`config.mk`:
```
export PLATFORM = sky130hd
export DESIGN_NAME = hds_ctrl
export DESIGN_NICKNAME = d
export VERILOG_FILES = /design/src/rtl/core/hds_pkg.sv /design/src/rtl/core/hds_ctrl.sv
export SDC_FILE = /design/constraint.sdc
export NUM_CORES = 1
export LEC_CHECK = 0
export BUFFER_PORTS_ARGS = -buffer_cell sky130_fd_sc_hd__buf_4
export CAP_MARGIN = 25
export CORE_MARGIN = 3
export CORE_UTILIZATION = 47
export CTS_CLUSTER_DIAMETER = 80
export DETAILED_ROUTE_END_ITERATION = 12
export PLACE_DENSITY = 0.77
export SLEW_MARGIN = 15
export SYNTH_ARGS = -nofsm -noshare
export SYNTH_HDL_FRONTEND = slang
export SYNTH_SLANG_ARGS = --single-unit
```
`constraint.sdc`:
```
create_clock -name clk_i -period 2.1 [get_ports clk_i]
set_clock_uncertainty 0.2 [all_clocks]
set_input_delay 0.105 -clock clk_i [delete_from_list [all_inputs] [get_ports clk_i]]
set_output_delay 0.105 -clock clk_i [all_outputs]
set_load 0.05 [all_outputs]
```
`src/rtl/core/hds_pkg.sv`:
```
// Shared constants, codes, types and helpers of the heat diffusion stencil block.
`timescale 1ns / 1ps

package hds_pkg;

  // Grid geometry
  localparam int MAX_ROWS = 64;
  localparam int MAX_COLS = 64;
  localparam int Cells    = MAX_ROWS * MAX_COLS;
  localparam int RowW     = $clog2(MAX_ROWS);
  localparam int ColW     = $clog2(MAX_COLS);
  localparam int AddrW    = $clog2(Cells);

  // Field widths
  localparam int DataW    = 32;
  localparam int IdxW     = 6;
  localparam int SizeW    = 7;
  localparam int CoefW    = 16;
  localparam int CmdW     = 2;
  localparam int CfgIdxW  = 4;
  localparam int CfgDataW = 16;

  // Stencil arithmetic widths
  localparam int WinLen = 2 * MAX_COLS + 1;    // window: down .. center .. up
  localparam int DiffW  = DataW + 2;           // second difference
  localparam int ProdW  = DiffW + CoefW + 1;   // difference times coefficient
  localparam int SumW   = ProdW + 1;           // sum of both products
  localparam int FracW  = 16;                  // Q16.16 fraction bits
  localparam int DeltaW = SumW - FracW;

  localparam logic signed [SumW-1:0]  RoundHalf = SumW'(1 << (FracW - 1));
  localparam logic signed [DataW-1:0] SatMax    = {1'b0, {(DataW - 1){1'b1}}};
  localparam logic signed [DataW-1:0] SatMin    = {1'b1, {(DataW - 1){1'b0}}};

  // Command codes
  typedef enum logic [CmdW-1:0] {
    CMD_SET  = 2'd0,
    CMD_STEP = 2'd1,
    CMD_READ = 2'd2
  } cmd_e;

  // Configuration register indexes
  localparam logic [CfgIdxW-1:0] CFG_ROWS   = 4'd0;
  localparam logic [CfgIdxW-1:0] CFG_COLS   = 4'd1;
  localparam logic [CfgIdxW-1:0] CFG_COEF_X = 4'd2;
  localparam logic [CfgIdxW-1:0] CFG_COEF_Y = 4'd3;

  // Register reset values
  localparam logic [SizeW-1:0] RowsRst = SizeW'(MAX_ROWS);
  localparam logic [SizeW-1:0] ColsRst = SizeW'(MAX_COLS);
  localparam logic [CoefW-1:0] CoefRst = 16'd6554;

  // Controller to datapath commands
  typedef struct packed {
    logic            clr_we;    // write zero at sweep position
    logic            set_we;    // write host cell
    logic            host_rd;   // read host cell
    logic            sweep_rd;  // stream read at sweep position
    logic            val_load;  // capture read data into result
    logic [RowW-1:0] row;       // sweep position
    logic [ColW-1:0] col;
  } hds_cmd_t;

  // Datapath to controller status
  typedef struct packed {
    logic pipe_busy;            // stencil pipeline still holds cells
  } hds_stat_t;

  // Size registers hold 1..vmax; zero acts as one
  function automatic logic [SizeW-1:0] clamp_size(input logic [SizeW-1:0] v,
                                                  input logic [SizeW-1:0] vmax);
    logic [SizeW-1:0] r;
    r = v;
    if (v == '0) r = SizeW'(1);
    else if (v > vmax) r = vmax;
    return r;
  endfunction

endpackage

```
`src/rtl/core/hds_ctrl.sv`:
```
// Controller: command decode, clearing pass, grid sweep sequencing and result strobe.
`timescale 1ns / 1ps

module hds_ctrl (
  input  logic                         clk_i,
  input  logic                         rst_ni,
  input  logic                         start_i,
  input  logic [hds_pkg::CmdW-1:0]     cmd_i,
  input  logic [hds_pkg::IdxW-1:0]     row_i,
  input  logic [hds_pkg::IdxW-1:0]     col_i,
  input  logic [hds_pkg::SizeW-1:0]    rows_i,
  input  logic [hds_pkg::SizeW-1:0]    cols_i,
  input  hds_pkg::hds_stat_t           stat_i,
  output hds_pkg::hds_cmd_t            cmd_o,
  output logic                         busy_o,
  output logic                         done_o,
  output logic                         status_o
);

  typedef enum logic [2:0] {
    ST_CLEAR,
    ST_IDLE,
    ST_READ,
    ST_SWEEP,
    ST_DRAIN
  } state_e;

  state_e                        state_q;
  logic [hds_pkg::RowW-1:0]      row_q;
  logic [hds_pkg::ColW-1:0]      col_q;
  logic                          done_q;
  logic                          status_q;

  logic accept;
  logic in_grid;
  logic has_interior;
  logic col_last;
  logic row_last_grid;
  logic row_last_used;

  assign accept        = start_i && (state_q == ST_IDLE);
  assign in_grid       = (hds_pkg::SizeW'(row_i) < rows_i) &&
                         (hds_pkg::SizeW'(col_i) < cols_i);
  assign has_interior  = (rows_i >= hds_pkg::SizeW'(3)) && (cols_i >= hds_pkg::SizeW'(3));
  assign col_last      = (col_q == hds_pkg::ColW'(hds_pkg::MAX_COLS - 1));
  assign row_last_grid = (row_q == hds_pkg::RowW'(hds_pkg::MAX_ROWS - 1));
  assign row_last_used = (hds_pkg::SizeW'(row_q) == (rows_i - hds_pkg::SizeW'(1)));

  always_comb begin
    cmd_o          = '0;
    cmd_o.row      = row_q;
    cmd_o.col      = col_q;
    case (state_q)
      ST_CLEAR: cmd_o.clr_we   = 1'b1;
      ST_IDLE: begin
        cmd_o.set_we  = accept && (cmd_i == hds_pkg::CMD_SET) && in_grid;
        cmd_o.host_rd = accept && (cmd_i == hds_pkg::CMD_READ) && in_grid;
      end
      ST_READ:  cmd_o.val_load = 1'b1;
      ST_SWEEP: cmd_o.sweep_rd = 1'b1;
      default: ;
    endcase
  end

  always_ff @(posedge clk_i or negedge rst_ni) begin
    if (!rst_ni) begin
      state_q  <= ST_CLEAR;
      row_q    <= '0;
      col_q    <= '0;
      done_q   <= 1'b0;
      status_q <= 1'b0;
    end else begin
      done_q <= 1'b0;
      case (state_q)
        ST_CLEAR: begin
          col_q <= col_q + hds_pkg::ColW'(1);
          if (col_last) begin
            col_q <= '0;
            row_q <= row_q + hds_pkg::RowW'(1);
            if (row_last_grid) begin
              row_q   <= '0;
              state_q <= ST_IDLE;
            end
          end
        end
        ST_IDLE: begin
          if (accept) begin
            case (cmd_i)
              hds_pkg::CMD_SET: begin
                done_q   <= 1'b1;
                status_q <= !in_grid;
              end
              hds_pkg::CMD_READ: begin
                if (in_grid) begin
                  state_q <= ST_READ;
                end else begin
                  done_q   <= 1'b1;
                  status_q <= 1'b1;
                end
              end
              hds_pkg::CMD_STEP: begin
                if (has_interior) begin
                  row_q   <= '0;
                  col_q   <= '0;
                  state_q <= ST_SWEEP;
                end else begin
                  done_q   <= 1'b1;
                  status_q <= 1'b0;
                end
              end
              default: begin
                done_q   <= 1'b1;
                status_q <= 1'b0;
              end
            endcase
          end
        end
        ST_READ: begin
          done_q   <= 1'b1;
          status_q <= 1'b0;
          state_q  <= ST_IDLE;
        end
        ST_SWEEP: begin
          col_q <= col_q + hds_pkg::ColW'(1);
          if (col_last) begin
            col_q <= '0;
            row_q <= row_q + hds_pkg::RowW'(1);
            if (row_last_used) begin
              row_q   <= '0;
              state_q <= ST_DRAIN;
            end
          end
        end
        ST_DRAIN: begin
          if (!stat_i.pipe_busy) begin
            done_q   <= 1'b1;
            status_q <= 1'b0;
            state_q  <= ST_IDLE;
          end
        end
        default: state_q <= ST_IDLE;
      endcase
    end
  end

  assign busy_o   = (state_q != ST_IDLE);
  assign done_o   = done_q;
  assign status_o = status_q;

  a_done_when_idle: assert property (@(posedge clk_i) disable iff (!rst_ni)
    done_q |-> (state_q == ST_IDLE))
    else $error("result strobe while controller not idle");

  a_drain_ends_in_done: assert property (@(posedge clk_i) disable iff (!rst_ni)
    (state_q == ST_DRAIN && !stat_i.pipe_busy) |=> done_q)
    else $error("drained step did not report");

  a_no_result_in_sweep: assert property (@(posedge clk_i) disable iff (!rst_ni)
    (state_q == ST_SWEEP) |-> !done_q)
    else $error("result strobe during grid sweep");

endmodule

```
# After elaboration in Yosys (flattened, before gate mapping)
# Cells that the tools add are included.
# totals
word_cells	89
ff_bits	17
out_inout_bits	20
in_bits	32
# classes
n_eq_ne	23
muxes	36
magnitude_cmp	4
n_reduce_logical	18
n_addsub	3
# ops
operator	count
$mux W6	8
$mux W3	8
$pmux W6 S3	1
$ge A7 B2 Y1 const B	2
$lt A6 B7 Y1	2
$ne A2 B2 Y1 const B	7
$add A6 B1 Y6 const B	2
$eq A6 B6 Y1 const B	2
$ne A3 B3 Y1 const B	4
$pmux W3 S4	1
$pmux W6 S2	1
$mux W1	11
$pmux W1 S3	3
$reduce_and A9 Y1	1
$eq A6 B7 Y1	1
$logic_and A1 B1 Y1	7
$sub A7 B1 Y7 const B	1
$eq A3 B2 Y1 const B	2
$ne A3 B1 Y1 const B	2
$pmux W3 S2	1
$reduce_and A6 Y1	1
$reduce_bool A3 Y1	2
$reduce_and A5 Y1	1
$reduce_and A4 Y1	1
12 further kinds	12

# Depth between registers and ports, before layout
# Gate-level depths: netlist of run 1.
# logic_depth
ltp_word	6
ltp_mapped	8
ltp_nobuf	8

# Worst setup path before layout of run 1
# No wires, ideal clock.
# synth_timing
path_kind	reg-to-reg
startpoint	register state_q[1]
endpoint	register state_q[0]
arrival_time_ns	1.919
stages_incl_launch_ff	6
setup_slack_ns	-0.144
required_ns	1.775
cell_sequence	dfrtp_1 or2_1 nor2_1 nand2_1 o211ai_1 mux2_2
# synth_between
elab_chain_cells	4
word_cells_on_any_way	16
cone_classes	eq/ne: 12; mux: 1; reduce/logical: 3
# synth_rtl
item	line	text
from (decl)	hds_ctrl.sv:28	state_e state_q;
from (signal assigned)	hds_ctrl.sv:67	state_q <= ST_CLEAR;
from (signal assigned)	hds_ctrl.sv:82	state_q <= ST_IDLE;
from (signal assigned)	hds_ctrl.sv:95	state_q <= ST_READ;
$eq A3 B1 Y1	hds_ctrl.sv:41, hds_ctrl.sv:74	
$logic_and A1 B1 Y1	hds_ctrl.sv:41	assign accept = start_i && (state_q == ST_IDLE);
$ne A2 B2 Y1 (no line)	--	
$reduce_and A9 Y1 (no line)	--	
# Parallel ways exist; a longest one is shown, timed or not.
# A chain may end at the register's enable or synchronous reset.

# Worst setup path after layout of run 1
# layout_timing
startpoint	register row_q[4] (netlist bit)
endpoint	register row_q[4] (netlist bit)
# layout_between
elab_chain_cells	4
word_cells_on_any_way	8
cone_classes	add/sub: 1; eq/ne: 2; mux: 5
# layout_rtl
item	line	text
from (decl)	hds_ctrl.sv:29	logic [hds_pkg::RowW-1:0] row_q;
from (signal assigned)	hds_ctrl.sv:79	row_q <= row_q + hds_pkg::RowW'(1);
from (signal assigned)	hds_ctrl.sv:127	row_q <= row_q + hds_pkg::RowW'(1);
$add A6 B1 Y6, or another cell as far along	hds_ctrl.sv:79, hds_ctrl.sv:127	
$mux W6, on equally long branches	hds_ctrl.sv:128, hds_ctrl.sv:80	
$mux W6, on equally long branches	hds_ctrl.sv:125, hds_ctrl.sv:77	
$pmux W6 S3 (*)	hds_ctrl.sv:74	case (state_q)
# Every way passes the cells marked *; elsewhere a longest branch is shown, timed or not. The select of a mux whose other input is x is not followed.

==> flow_summary.yaml, run 1 <==
logic_synthesis:
  synth-seq-cells: 17
  yosys_most_used_dff: "sky130_fd_sc_hd__dfrtp_1"
  synthesis.area_um2: 1677
  synth.lib_cells_used.distinct: 45
  synthMostInstantiatedCell: "sky130_fd_sc_hd__nand2_1"
  synth_area_per_cell_um2: 8.179
  ys_seq_area_share_pct: 25.37
  asyncSetResetFlopFracSynth_pct: 100.0
  synth.top_cell.area_share_pct: 25.37
  synth_fp_nets: 254
  synth_top_area_cell: "sky130_fd_sc_hd__dfrtp_1"
  synth_enable_flop_cells: 0
  warning_count_from_the_yosys_run: 0
  synth_area_leaders: "sky130_fd_sc_hd__dfrtp_1 (25%), sky130_fd_sc_hd__ha_1 (13%), sky130_fd_sc_hd__xnor2_1 (4.7%)"
  syn_inst: 205
  synth.top_cells.by_count: "sky130_fd_sc_hd__nand2_1 (20), sky130_fd_sc_hd__inv_1 (18), sky130_fd_sc_hd__dfrtp_1 (17), sky130_fd_sc_hd__ha_1 (17), sky130_fd_sc_hd__o21ai_0 (15)"
routing:
  via_count: 1740
  routed_wl_mm: 4.308
  number_of_detailed_route_iterations_in_the_first_pass: 4
  via_per_inst: 5.438
  drc: 0
  final_antenna_net_count: 0
  detail_route.iter0.violations: 53
  routedWlPerCell_um: 13.46
timing:
  tightestPinTransition_ns: 0.5631
  max_slew_margin_pct: 62.11
  final_count_of_pins_violating_max_slew: 0
  final_critical_path_setup_slack_ns: 0.07168
  finalSetupViolations: 0
  rsz0062_at_grt: "true"
  finalCritPeriodShare_pct: 96.59
  post-route-min-period_ns: 2.028
  finalHoldViolCount: 0
  max_freq_mhz: 493.0
  setup_total_negative_slack_ns: 0
cells_and_area:
  diodes: 0
  number_of_filler_cells_placed_in_the_layout: 292
  nNetsFinal: 324
  area_growth_syn_to_layout_pct: 38.88
  drive_gt1_share_pct: 33.58
critical_path:
  crit_path_start: "row_q[4]"
  worstReg2RegStart: "row_q[4]"
  regToRegSetupSlack_ns: 0.07
  start_kind: "register"
  cp_cell_sequence: "xnor2_2, and3_1, a211o_1, a41o_1, buf_4, nor4b_2, a21o_1"
  cpMaxStageDelayCell: "sky130_fd_sc_hd__dfrtp_2"
  timing.critical_path.arrival_ns: 2.06
  worst_path_largest_cell_delay_ns: 0.44
  critPathCaptureType: "register"
  timing.critical_path.fanout_max: 4
  critPathRequiredTime_ns: 2.13
  timing_worst_setup_path_type: "reg2reg"
clock_tree:
  clock_latency_ns: 0.30
  cts.sink_count: 17
  cts-root-buf: "sky130_fd_sc_hd__clkbuf_4"
  tritoncts_clock_tree: "built"
  cts_buffer_depth: 2
  ctsHtreeMaxLevel: 1
  postCtsSetupBuffers: 0
  tritoncts.num_buffers: 3
  worst_setup_hold_path_clk_slew_ns: 0.11
pwr:
  ir_drop_uv: 651.9
  leakage_nw: 1.152
  power_density_nw_per_um2: 809.9
global_route:
  first_pass_grt_wire_length_mm: 6.975
  initial_antenna_violation_count: 0
  maximum_number_of_pins_on_one_net_before_global_route_repair: 12
  vias_in_the_first_global_route: 1602
  groute.usage.overall_pct: 20.34
  grt_remaining_overflow: 0
placed_design:
  place.gp.congestion: 0.9189
  post_place_setup_slack_ns: 0.02148
  buffer_ports.inserted: 51
  detailedPlacementHpwl_mm: 3.296
hold_path:
  min_path_type: "in2reg"
  hp-start: "rows_i[6]"
floorplanning:
  die_h_um: 65.73
  start_util_pct: 49.46
  die_w_um: 65.73
  core_area_um2: 3390
  dieArea_um2: 4320
  fp-row-count: 21
  io_pins: 52
status:
  outcome: "completed"
run:
  total_of_max_cap_violations: 0
## power by group
part	internal (mW)	total (mW)	switching, mW
combinational	0.419	1.13	0.707
sequential	0.433	0.575	0.142
clock	0.0740	0.186	0.112
total	0.925	1.89	0.960
## final timing paths
check / cells past startpoint / endpoint
setup reg to reg: 7 / row_q[4]
setup / recovery: 7 / row_q[4]
min in group asynchronous: 3 / row_q[4]
hold / removal: 4 / state_q[2]
hold reg to reg: 1 / col_q[5]
max in group asynchronous: 4 / col_q[0]
## cells in the final DEF, fill, tap and decap left out, drive strengths merged, types with 4 or more instances in the layout
master	instances
a211oi	5
nor2	12
dfrtp	17
nand3	8
ha	17
clkbuf	4
a21oi	7
a21o	6
and3	5
buf	65
o21ai	15
dlygate4sd3	4
o22ai	4
xnor2	9
inv	18
nand2	20
nor3	5
a31oi	4
## layout make-up
| cell class | instances | area, um^2 | area share (%) |
|---|---|---|---|
| clock buffers | 4 | 26.28 | 1.128 |
| inverters | 18 | 67.56 | 2.902 |
| multi-input cells | 165 | 1200 | 51.53 |
| flip-flops and latches | 17 | 436.7 | 18.75 |
| well taps | 46 | 57.56 | 2.472 |
| repair buffers | 70 | 540.5 | 23.21 |
## metal layers
metal	GRT usage, %	wire length, um
met1	26.98	2026
met2	33.67	2013
met3	2.735	226
met4	6.995	41
met5	0	0
## state kept, by name, indices dropped and copies added, names as in the netlist
| register | count |
|---|---|
| row_q | 6 |
| status_o | 1 |
| state_q | 3 |
| done_o | 1 |
| col_q | 6 |
## metrics by stage
step                hold slack (ns)  area (um^2)  std cells  power [mW]  util, %
finish                       0.1316         2328        320       1.886    68.70
CTS                         0.09859         2287        320       1.879    67.48
detailed placement          -0.2145         2211        311       1.684    65.23
floorplan                   -0.3906         1689        205       1.322        -
global route                 0.1374         2328        320       2.025    68.70
global placement            -0.2124         2211        311       1.678    65.23
## repair_timing
| item | CTS | global route |
|---|---|---|
| resized for setup | 0 | 10 |
| endpoints found under the setup margin | 0 | 11 |
| hold endpoints to repair | 19 | 0 |
| hold buffers | 5 | 0 |
## kinds of logic (layout without fill, tap and decap cells)
group | after synthesis | after routing | share of synthesized area, %
flops | 17 | 17 | 25.37
mux | 4 | 4 | 2.537
buf+inv | 23 | 92 | 5.447
fa+ha+maj | 17 | 17 | 12.69
simple gates | 72 | 72 | 23.21
xor+xnor | 11 | 11 | 5.747
compound gates | 61 | 61 | 25.00
## critical path, delay by kind of cell (launching register included)
family	cells	cell delay [ns]
DFF	1	0.44
and+or+nand+nor	2	0.39
AOI/OAI and AO/OA	3	0.64
buffers and inverters	1	0.15
xor gates and xnor gates	1	0.15
No activity file was read; power rests on OpenSTA's default activity.
==> inputs of run 2 (changes only) <==
==> constraint.sdc (replaced) <==
create_clock -name clk_i -period 2.1 [get_ports clk_i]
set_clock_uncertainty 0.2 [all_clocks]
set_input_delay 0.105 -clock clk_i [delete_from_list [all_inputs] [get_ports clk_i]]
set_output_delay 0.105 -clock clk_i [all_outputs]
set_load 0.01 [all_outputs]
==> run 2 against run 1 <==
  * Clock power down 4%
  * Critical path depth did not move
  * Sequential power shrank 5.2%
  * Largest cell class unchanged
  * Via count grew 3.0%
  * Hold slack lost 0.014 ns
  * Sequential cell count is the same
  * Maximum frequency down 1.4%
  * Final area grew 0.59%
  * Core utilization rose by 0.41 points
  * Critical endpoint unchanged
  * Power shrank 15%
  * Wire length is 4.1% higher
==> flow_summary.yaml, run 2 (synthesis results as in run 1) <==
status:
  outcome: "completed"
floorplanning:
  io_pins: 52
  die_h_um: 65.73
  start_util_pct: 49.46
  fp-row-count: 21
  core_area_um2: 3390
  dieArea_um2: 4320
  die_w_um: 65.73
critical_path:
  timing.critical_path.fanout_max: 4
  worstReg2RegStart: "row_q[4]"
  timing.critical_path.arrival_ns: 2.09
  crit_path_start: "row_q[4]"
  critPathRequiredTime_ns: 2.14
  timing.rr.end: "row_q[4]"
  start_kind: "register"
  timing_worst_setup_path_type: "reg2reg"
  cp-endpoint: "row_q[4]"
  critPathCaptureType: "register"
  r2r.worst_path.cells: 7
  regToRegSetupSlack_ns: 0.04
clock_tree:
  tritoncts_clock_tree: "built"
  ctsHtreeMaxLevel: 1
  worst_setup_hold_path_clk_slew_ns: 0.10
  cts.sink_count: 17
  tritoncts.num_buffers: 3
  cts-root-buf: "sky130_fd_sc_hd__clkbuf_4"
  clock_latency_ns: 0.29
  cts_buffer_depth: 2
routing:
  number_of_detailed_route_iterations_in_the_first_pass: 4
  via_per_inst: 5.517
  routedWlPerCell_um: 13.80
  final_antenna_net_count: 0
  detail_route.iter0.violations: 81
  drc: 0
  via_count: 1793
  routed_wl_mm: 4.486
timing:
  tightestPinTransition_ns: 0.5550
  rsz0062_at_grt: "true"
  finalSetupViolations: 0
  max_slew_margin_pct: 62.66
  setup_total_negative_slack_ns: 0
  final_count_of_pins_violating_max_slew: 0
  max_freq_mhz: 486.2
  finalHoldViolCount: 0
  finalCritPeriodShare_pct: 97.95
  post-route-min-period_ns: 2.057
placed_design:
  place.gp.congestion: 0.8978
  detailedPlacementHpwl_mm: 3.407
  buffer_ports.inserted: 51
global_route:
  initial_antenna_violation_count: 0
  first_pass_grt_wire_length_mm: 7.265
  groute.usage.overall_pct: 21.07
  grt_remaining_overflow: 0
  vias_in_the_first_global_route: 1728
  maximum_number_of_pins_on_one_net_before_global_route_repair: 17
hold_path:
  min_path_type: "in2reg"
run:
  total_of_max_cap_violations: 0
cells_and_area:
  drive_gt1_share_pct: 31.54
  commonest_non_fill_non_tap_cell_in_the_layout: "sky130_fd_sc_hd__buf_4"
  final_util_pct: 69.10
  area_growth_syn_to_layout_pct: 39.70
  largestRegisters: "col_q: 6 flops, row_q: 6 flops, state_q: 3 flops"
  number_of_filler_cells_placed_in_the_layout: 277
  diodes: 0
  nNetsFinal: 329
  top_library_cells_by_usage_in_the_layout_fill_and_taps_aside: "sky130_fd_sc_hd__buf_4 (70), sky130_fd_sc_hd__nand2_1 (20), sky130_fd_sc_hd__inv_1 (18)"
pwr:
  power_density_nw_per_um2: 685.7
  leakage_nw: 1.171
  ir_drop_uv: 539.4
run 2: changes by cell type in the layout (fill, tap and decap cells not counted), moves of 2 or more:
| cell | change |
|---|---|
| sky130_fd_sc_hd__nor2_1 | +2 |
| sky130_fd_sc_hd__buf_4 | +5 |
| sky130_fd_sc_hd__dfrtp_1 | +6 |
| sky130_fd_sc_hd__dfrtp_2 | -6 |
| sky130_fd_sc_hd__nor2_2 | -2 |
run 2: worst min-delay path by stage:
stage | startpoint | end | slack, ns | depth (start not counted)
after global placement | rst_ni | done_o | -0.21 | 1
after global routing | rows_i[6] | state_q[2] | 0.14 | 4
final | rows_i[6] | state_q[2] | 0.12 | 4
after CTS | rows_i[6] | state_q[2] | 0.08 | 4
after detailed placement | rst_ni | done_o | -0.22 | 1
after floorplan | rst_ni | col_q[0] | -0.39 | 0
run 2: metal layers:
layer | wire length, um | global-route usage, % | vias to the layer above
met3 | 266 | 3.419 | 7
met5 | 0 | 0 | -
met4 | 55 | 6.736 | 0
met2 | 2199 | 37.05 | 51
met1 | 1965 | 25.95 | 830
li1 | - | - | 905
run 2: timing repair:
action                                  in CTS  in global routing
endpoints found under the setup margin       0                 10
gates resized for setup                      0                  9
endpoints found under the hold margin       19                  0
hold buffers                                 5                  0
setup buffers                                0                  4
run 2: per-stage QoR:
step / hold WS, ns / cells / area (um^2) / setup WS (ns) / power [mW]
after global placement: -0.2150 / 312 / 2206 / 0.05633 / 1.390
after floorplan: -0.3906 / 205 / 1677 / 0.09382 / 1.003
after CTS: 0.08242 / 321 / 2282 / 0.04010 / 1.595
final: 0.1172 / 325 / 2342 / 0.04307 / 1.606
after global routing: 0.1403 / 325 / 2342 / -0.04282 / 1.764
after detailed placement: -0.2162 / 312 / 2206 / 0.01880 / 1.406
run 2: area by class of cell:
cell class | instances | area (um^2) | area share [%]
Sequential cell | 17 | 429.2 | 18.32
Multi-Input combinational cell | 165 | 1186 | 50.64
Tap cell | 46 | 57.56 | 2.457
Timing Repair Buffer | 75 | 575.6 | 24.57
Inverter | 18 | 67.56 | 2.885
Clock buffer | 4 | 26.28 | 1.122
run 2: worst max-delay path, cell delays in order, from the launching register on:
cell and delay (ns):
sky130_fd_sc_hd__dfrtp_1 0.40, sky130_fd_sc_hd__xnor2_1 0.18, sky130_fd_sc_hd__and3_1 0.21, sky130_fd_sc_hd__a211o_1 0.31, sky130_fd_sc_hd__a41o_1 0.24, sky130_fd_sc_hd__buf_4 0.15, sky130_fd_sc_hd__nor4b_2 0.21, sky130_fd_sc_hd__a21o_1 0.11
run 2: report_power, final:
group	internal (mW)	total, mW	switching, mW
registers	0.428	0.545	0.117
logic	0.452	0.884	0.431
clock network	0.0740	0.178	0.104
==> inputs of run 3 (changes only) <==
--- a/config.mk
+++ b/config.mk
@@ -8,10 +8,10 @@
 export BUFFER_PORTS_ARGS = -buffer_cell sky130_fd_sc_hd__buf_4
 export CAP_MARGIN = 25
 export CORE_MARGIN = 3
-export CORE_UTILIZATION = 47
+export CORE_UTILIZATION = 45
 export CTS_CLUSTER_DIAMETER = 80
 export DETAILED_ROUTE_END_ITERATION = 12
-export PLACE_DENSITY = 0.77
+export PLACE_DENSITY = 0.75
 export SLEW_MARGIN = 15
 export SYNTH_ARGS = -nofsm -noshare
 export SYNTH_HDL_FRONTEND = slang
==> run 3 against run 2 <==
  * Global-route usage fell by 0.28 points
  * Combinational power rose by 4.4%
  * Die area rose by 4.0%
  * Clock power rose by 39%
  * Worst setup slack improved by 0.022 ns
  * Sequential cell count did not move
  * Largest cell class unchanged
  * Hold slack got worse by 0.079 ns
  * Sequential power fell by 3%
  * Register-to-register slack improved by 0.02 ns
==> flow_summary.yaml, run 3 (synthesis results as in run 1) <==
status:
  outcome: "completed"
clock_tree:
  worst_setup_hold_path_clk_slew_ns: 0.07
  tritoncts_clock_tree: "built"
  tritoncts.num_buffers: 3
  cts-root-buf: "sky130_fd_sc_hd__clkbuf_8"
  ctsHtreeMaxLevel: 1
  cts_buffer_depth: 2
  cts.sink_count: 17
  clock_latency_ns: 0.26
timing:
  final_critical_path_setup_slack_ns: 0.06504
  finalCritPeriodShare_pct: 96.90
  final_count_of_pins_violating_max_slew: 0
  rsz0062_at_grt: "true"
  max_slew_margin_pct: 61.80
  finalHoldViolCount: 0
  tightestPinTransition_ns: 0.5677
  post-route-min-period_ns: 2.035
  whs_ns: 0.03867
  max_freq_mhz: 491.4
  finalSetupViolations: 0
pwr:
  p_seq_share_pct: 31.2
  power.switching_uw: 664.5
  switching_share_pct: 39.07
  comb_power_share_pct: 54.2
  cell_internal_pwr_mw: 1.036
  power_density_nw_per_um2: 723.5
  leakage_nw: 1.185
  clock_power_share_pct: 14.6
  ir_drop_uv: 651.0
floorplanning:
  fp-row-count: 21
  core_area_um2: 3468
  start_util_pct: 48.34
  io_pins: 52
  die_w_um: 67.04
  dieArea_um2: 4494
  die_h_um: 67.04
routing:
  drc: 0
  final_antenna_net_count: 0
  routedWlPerCell_um: 13.39
  number_of_detailed_route_iterations_in_the_first_pass: 4
  via_count: 1762
  via_per_inst: 5.438
  routed_wl_mm: 4.338
  detail_route.iter0.violations: 79
global_route:
  first_pass_grt_wire_length_mm: 7.272
  vias_in_the_first_global_route: 1688
  initial_antenna_violation_count: 0
  grt_remaining_overflow: 0
  groute.usage.overall_pct: 20.79
  maximum_number_of_pins_on_one_net_before_global_route_repair: 18
cells_and_area:
  commonest_non_fill_non_tap_cell_in_the_layout: "sky130_fd_sc_hd__buf_4"
  largestRegisters: "col_q: 6 flops, row_q: 6 flops, state_q: 3 flops"
  final_util_pct: 67.79
  nNetsFinal: 328
  area_growth_syn_to_layout_pct: 40.22
  diodes: 0
  top_library_cells_by_usage_in_the_layout_fill_and_taps_aside: "sky130_fd_sc_hd__buf_4 (70), sky130_fd_sc_hd__nand2_1 (20), sky130_fd_sc_hd__inv_1 (18)"
  drive_gt1_share_pct: 31.29
run:
  total_of_max_cap_violations: 0
critical_path:
  timing.critical_path.arrival_ns: 1.97
  crit_path_start: "row_q[0]"
  start_kind: "register"
  regToRegSetupSlack_ns: 0.07
  critPathRequiredTime_ns: 2.04
  timing_worst_setup_path_type: "reg2reg"
  worstReg2RegStart: "row_q[0]"
  timing.rr.end: "state_q[0]"
  r2r.worst_path.cells: 6
  critPathCaptureType: "register"
  timing.critical_path.fanout_max: 3
hold_path:
  min_path_type: "in2async"
placed_design:
  detailedPlacementHpwl_mm: 3.497
  buffer_ports.inserted: 51
  place.gp.congestion: 0.9325
  post_place_setup_slack_ns: 0.01144
## run 3: routing by layer
layer | routed length [um] | global-route usage [%] | vias up
met5 | 0 | 0 | -
met4 | 65 | 7.089 | 0
met3 | 238 | 3.035 | 7
met2 | 2072 | 36.32 | 47
met1 | 1962 | 25.72 | 808
li1 | - | - | 900
## run 3: per-stage QoR
| step | setup TNS [ns] | std cells | total power [mW] | cell area (um^2) |
|---|---|---|---|---|
| finish | 0 | 324 | 1.701 | 2351 |
| global route | -0.02118 | 324 | 1.853 | 2351 |
| CTS | 0 | 323 | 1.680 | 2311 |
| detailed placement | 0 | 316 | 1.421 | 2236 |
| global placement | 0 | 316 | 1.402 | 2236 |
| floorplan | 0 | 205 | 1.003 | 1677 |
## run 3: final cells by class
class / count / area, um^2
flip-flops and latches: 17 / 427.9
fillers: 324 / 1117
clock buffers: 4 / 45.04
inverters: 18 / 67.56
multi-input cells: 165 / 1186
repair buffers: 74 / 566.8
well taps: 46 / 57.56
## run 3: worst max-delay path: stages, from the launching register on
cell and delay, ns:
sky130_fd_sc_hd__dfrtp_2 0.43, sky130_fd_sc_hd__xnor2_1 0.13, sky130_fd_sc_hd__a211o_1 0.28, sky130_fd_sc_hd__a211oi_2 0.29, sky130_fd_sc_hd__a41o_1 0.24, sky130_fd_sc_hd__o31ai_1 0.08
sky130_fd_sc_hd__mux2_4 0.27
## run 3: power by group through the flow
stage                     sequential [mW]  combinational [mW]  clock (mW)
after floorplan                     0.585               0.418           0
after global placement              0.540               0.862           0
after detailed placement            0.539               0.882           0
after CTS                           0.535               0.891       0.253
after global routing                0.550                1.04       0.263
final                               0.530               0.923       0.248
## run 3: repair_timing
item / 4_1_cts / 5_1_grt
setup endpoints to repair: 0 / 9
endpoints found under the hold margin: 19 / 0
hold buffers: 3 / 0
buffers inserted: 0 / 1
gates resized for setup: 0 / 11
## run 3: how the worst max path moves through the flow
stage                       to  slack [ns]  cells after the start
finish              state_q[0]        0.07                      6
global route          row_q[4]       -0.01                      7
CTS                   row_q[4]        0.07                      7
detailed placement    row_q[2]        0.01                     10
global placement      row_q[2]        0.06                     10
floorplan           state_q[0]        0.09                      6
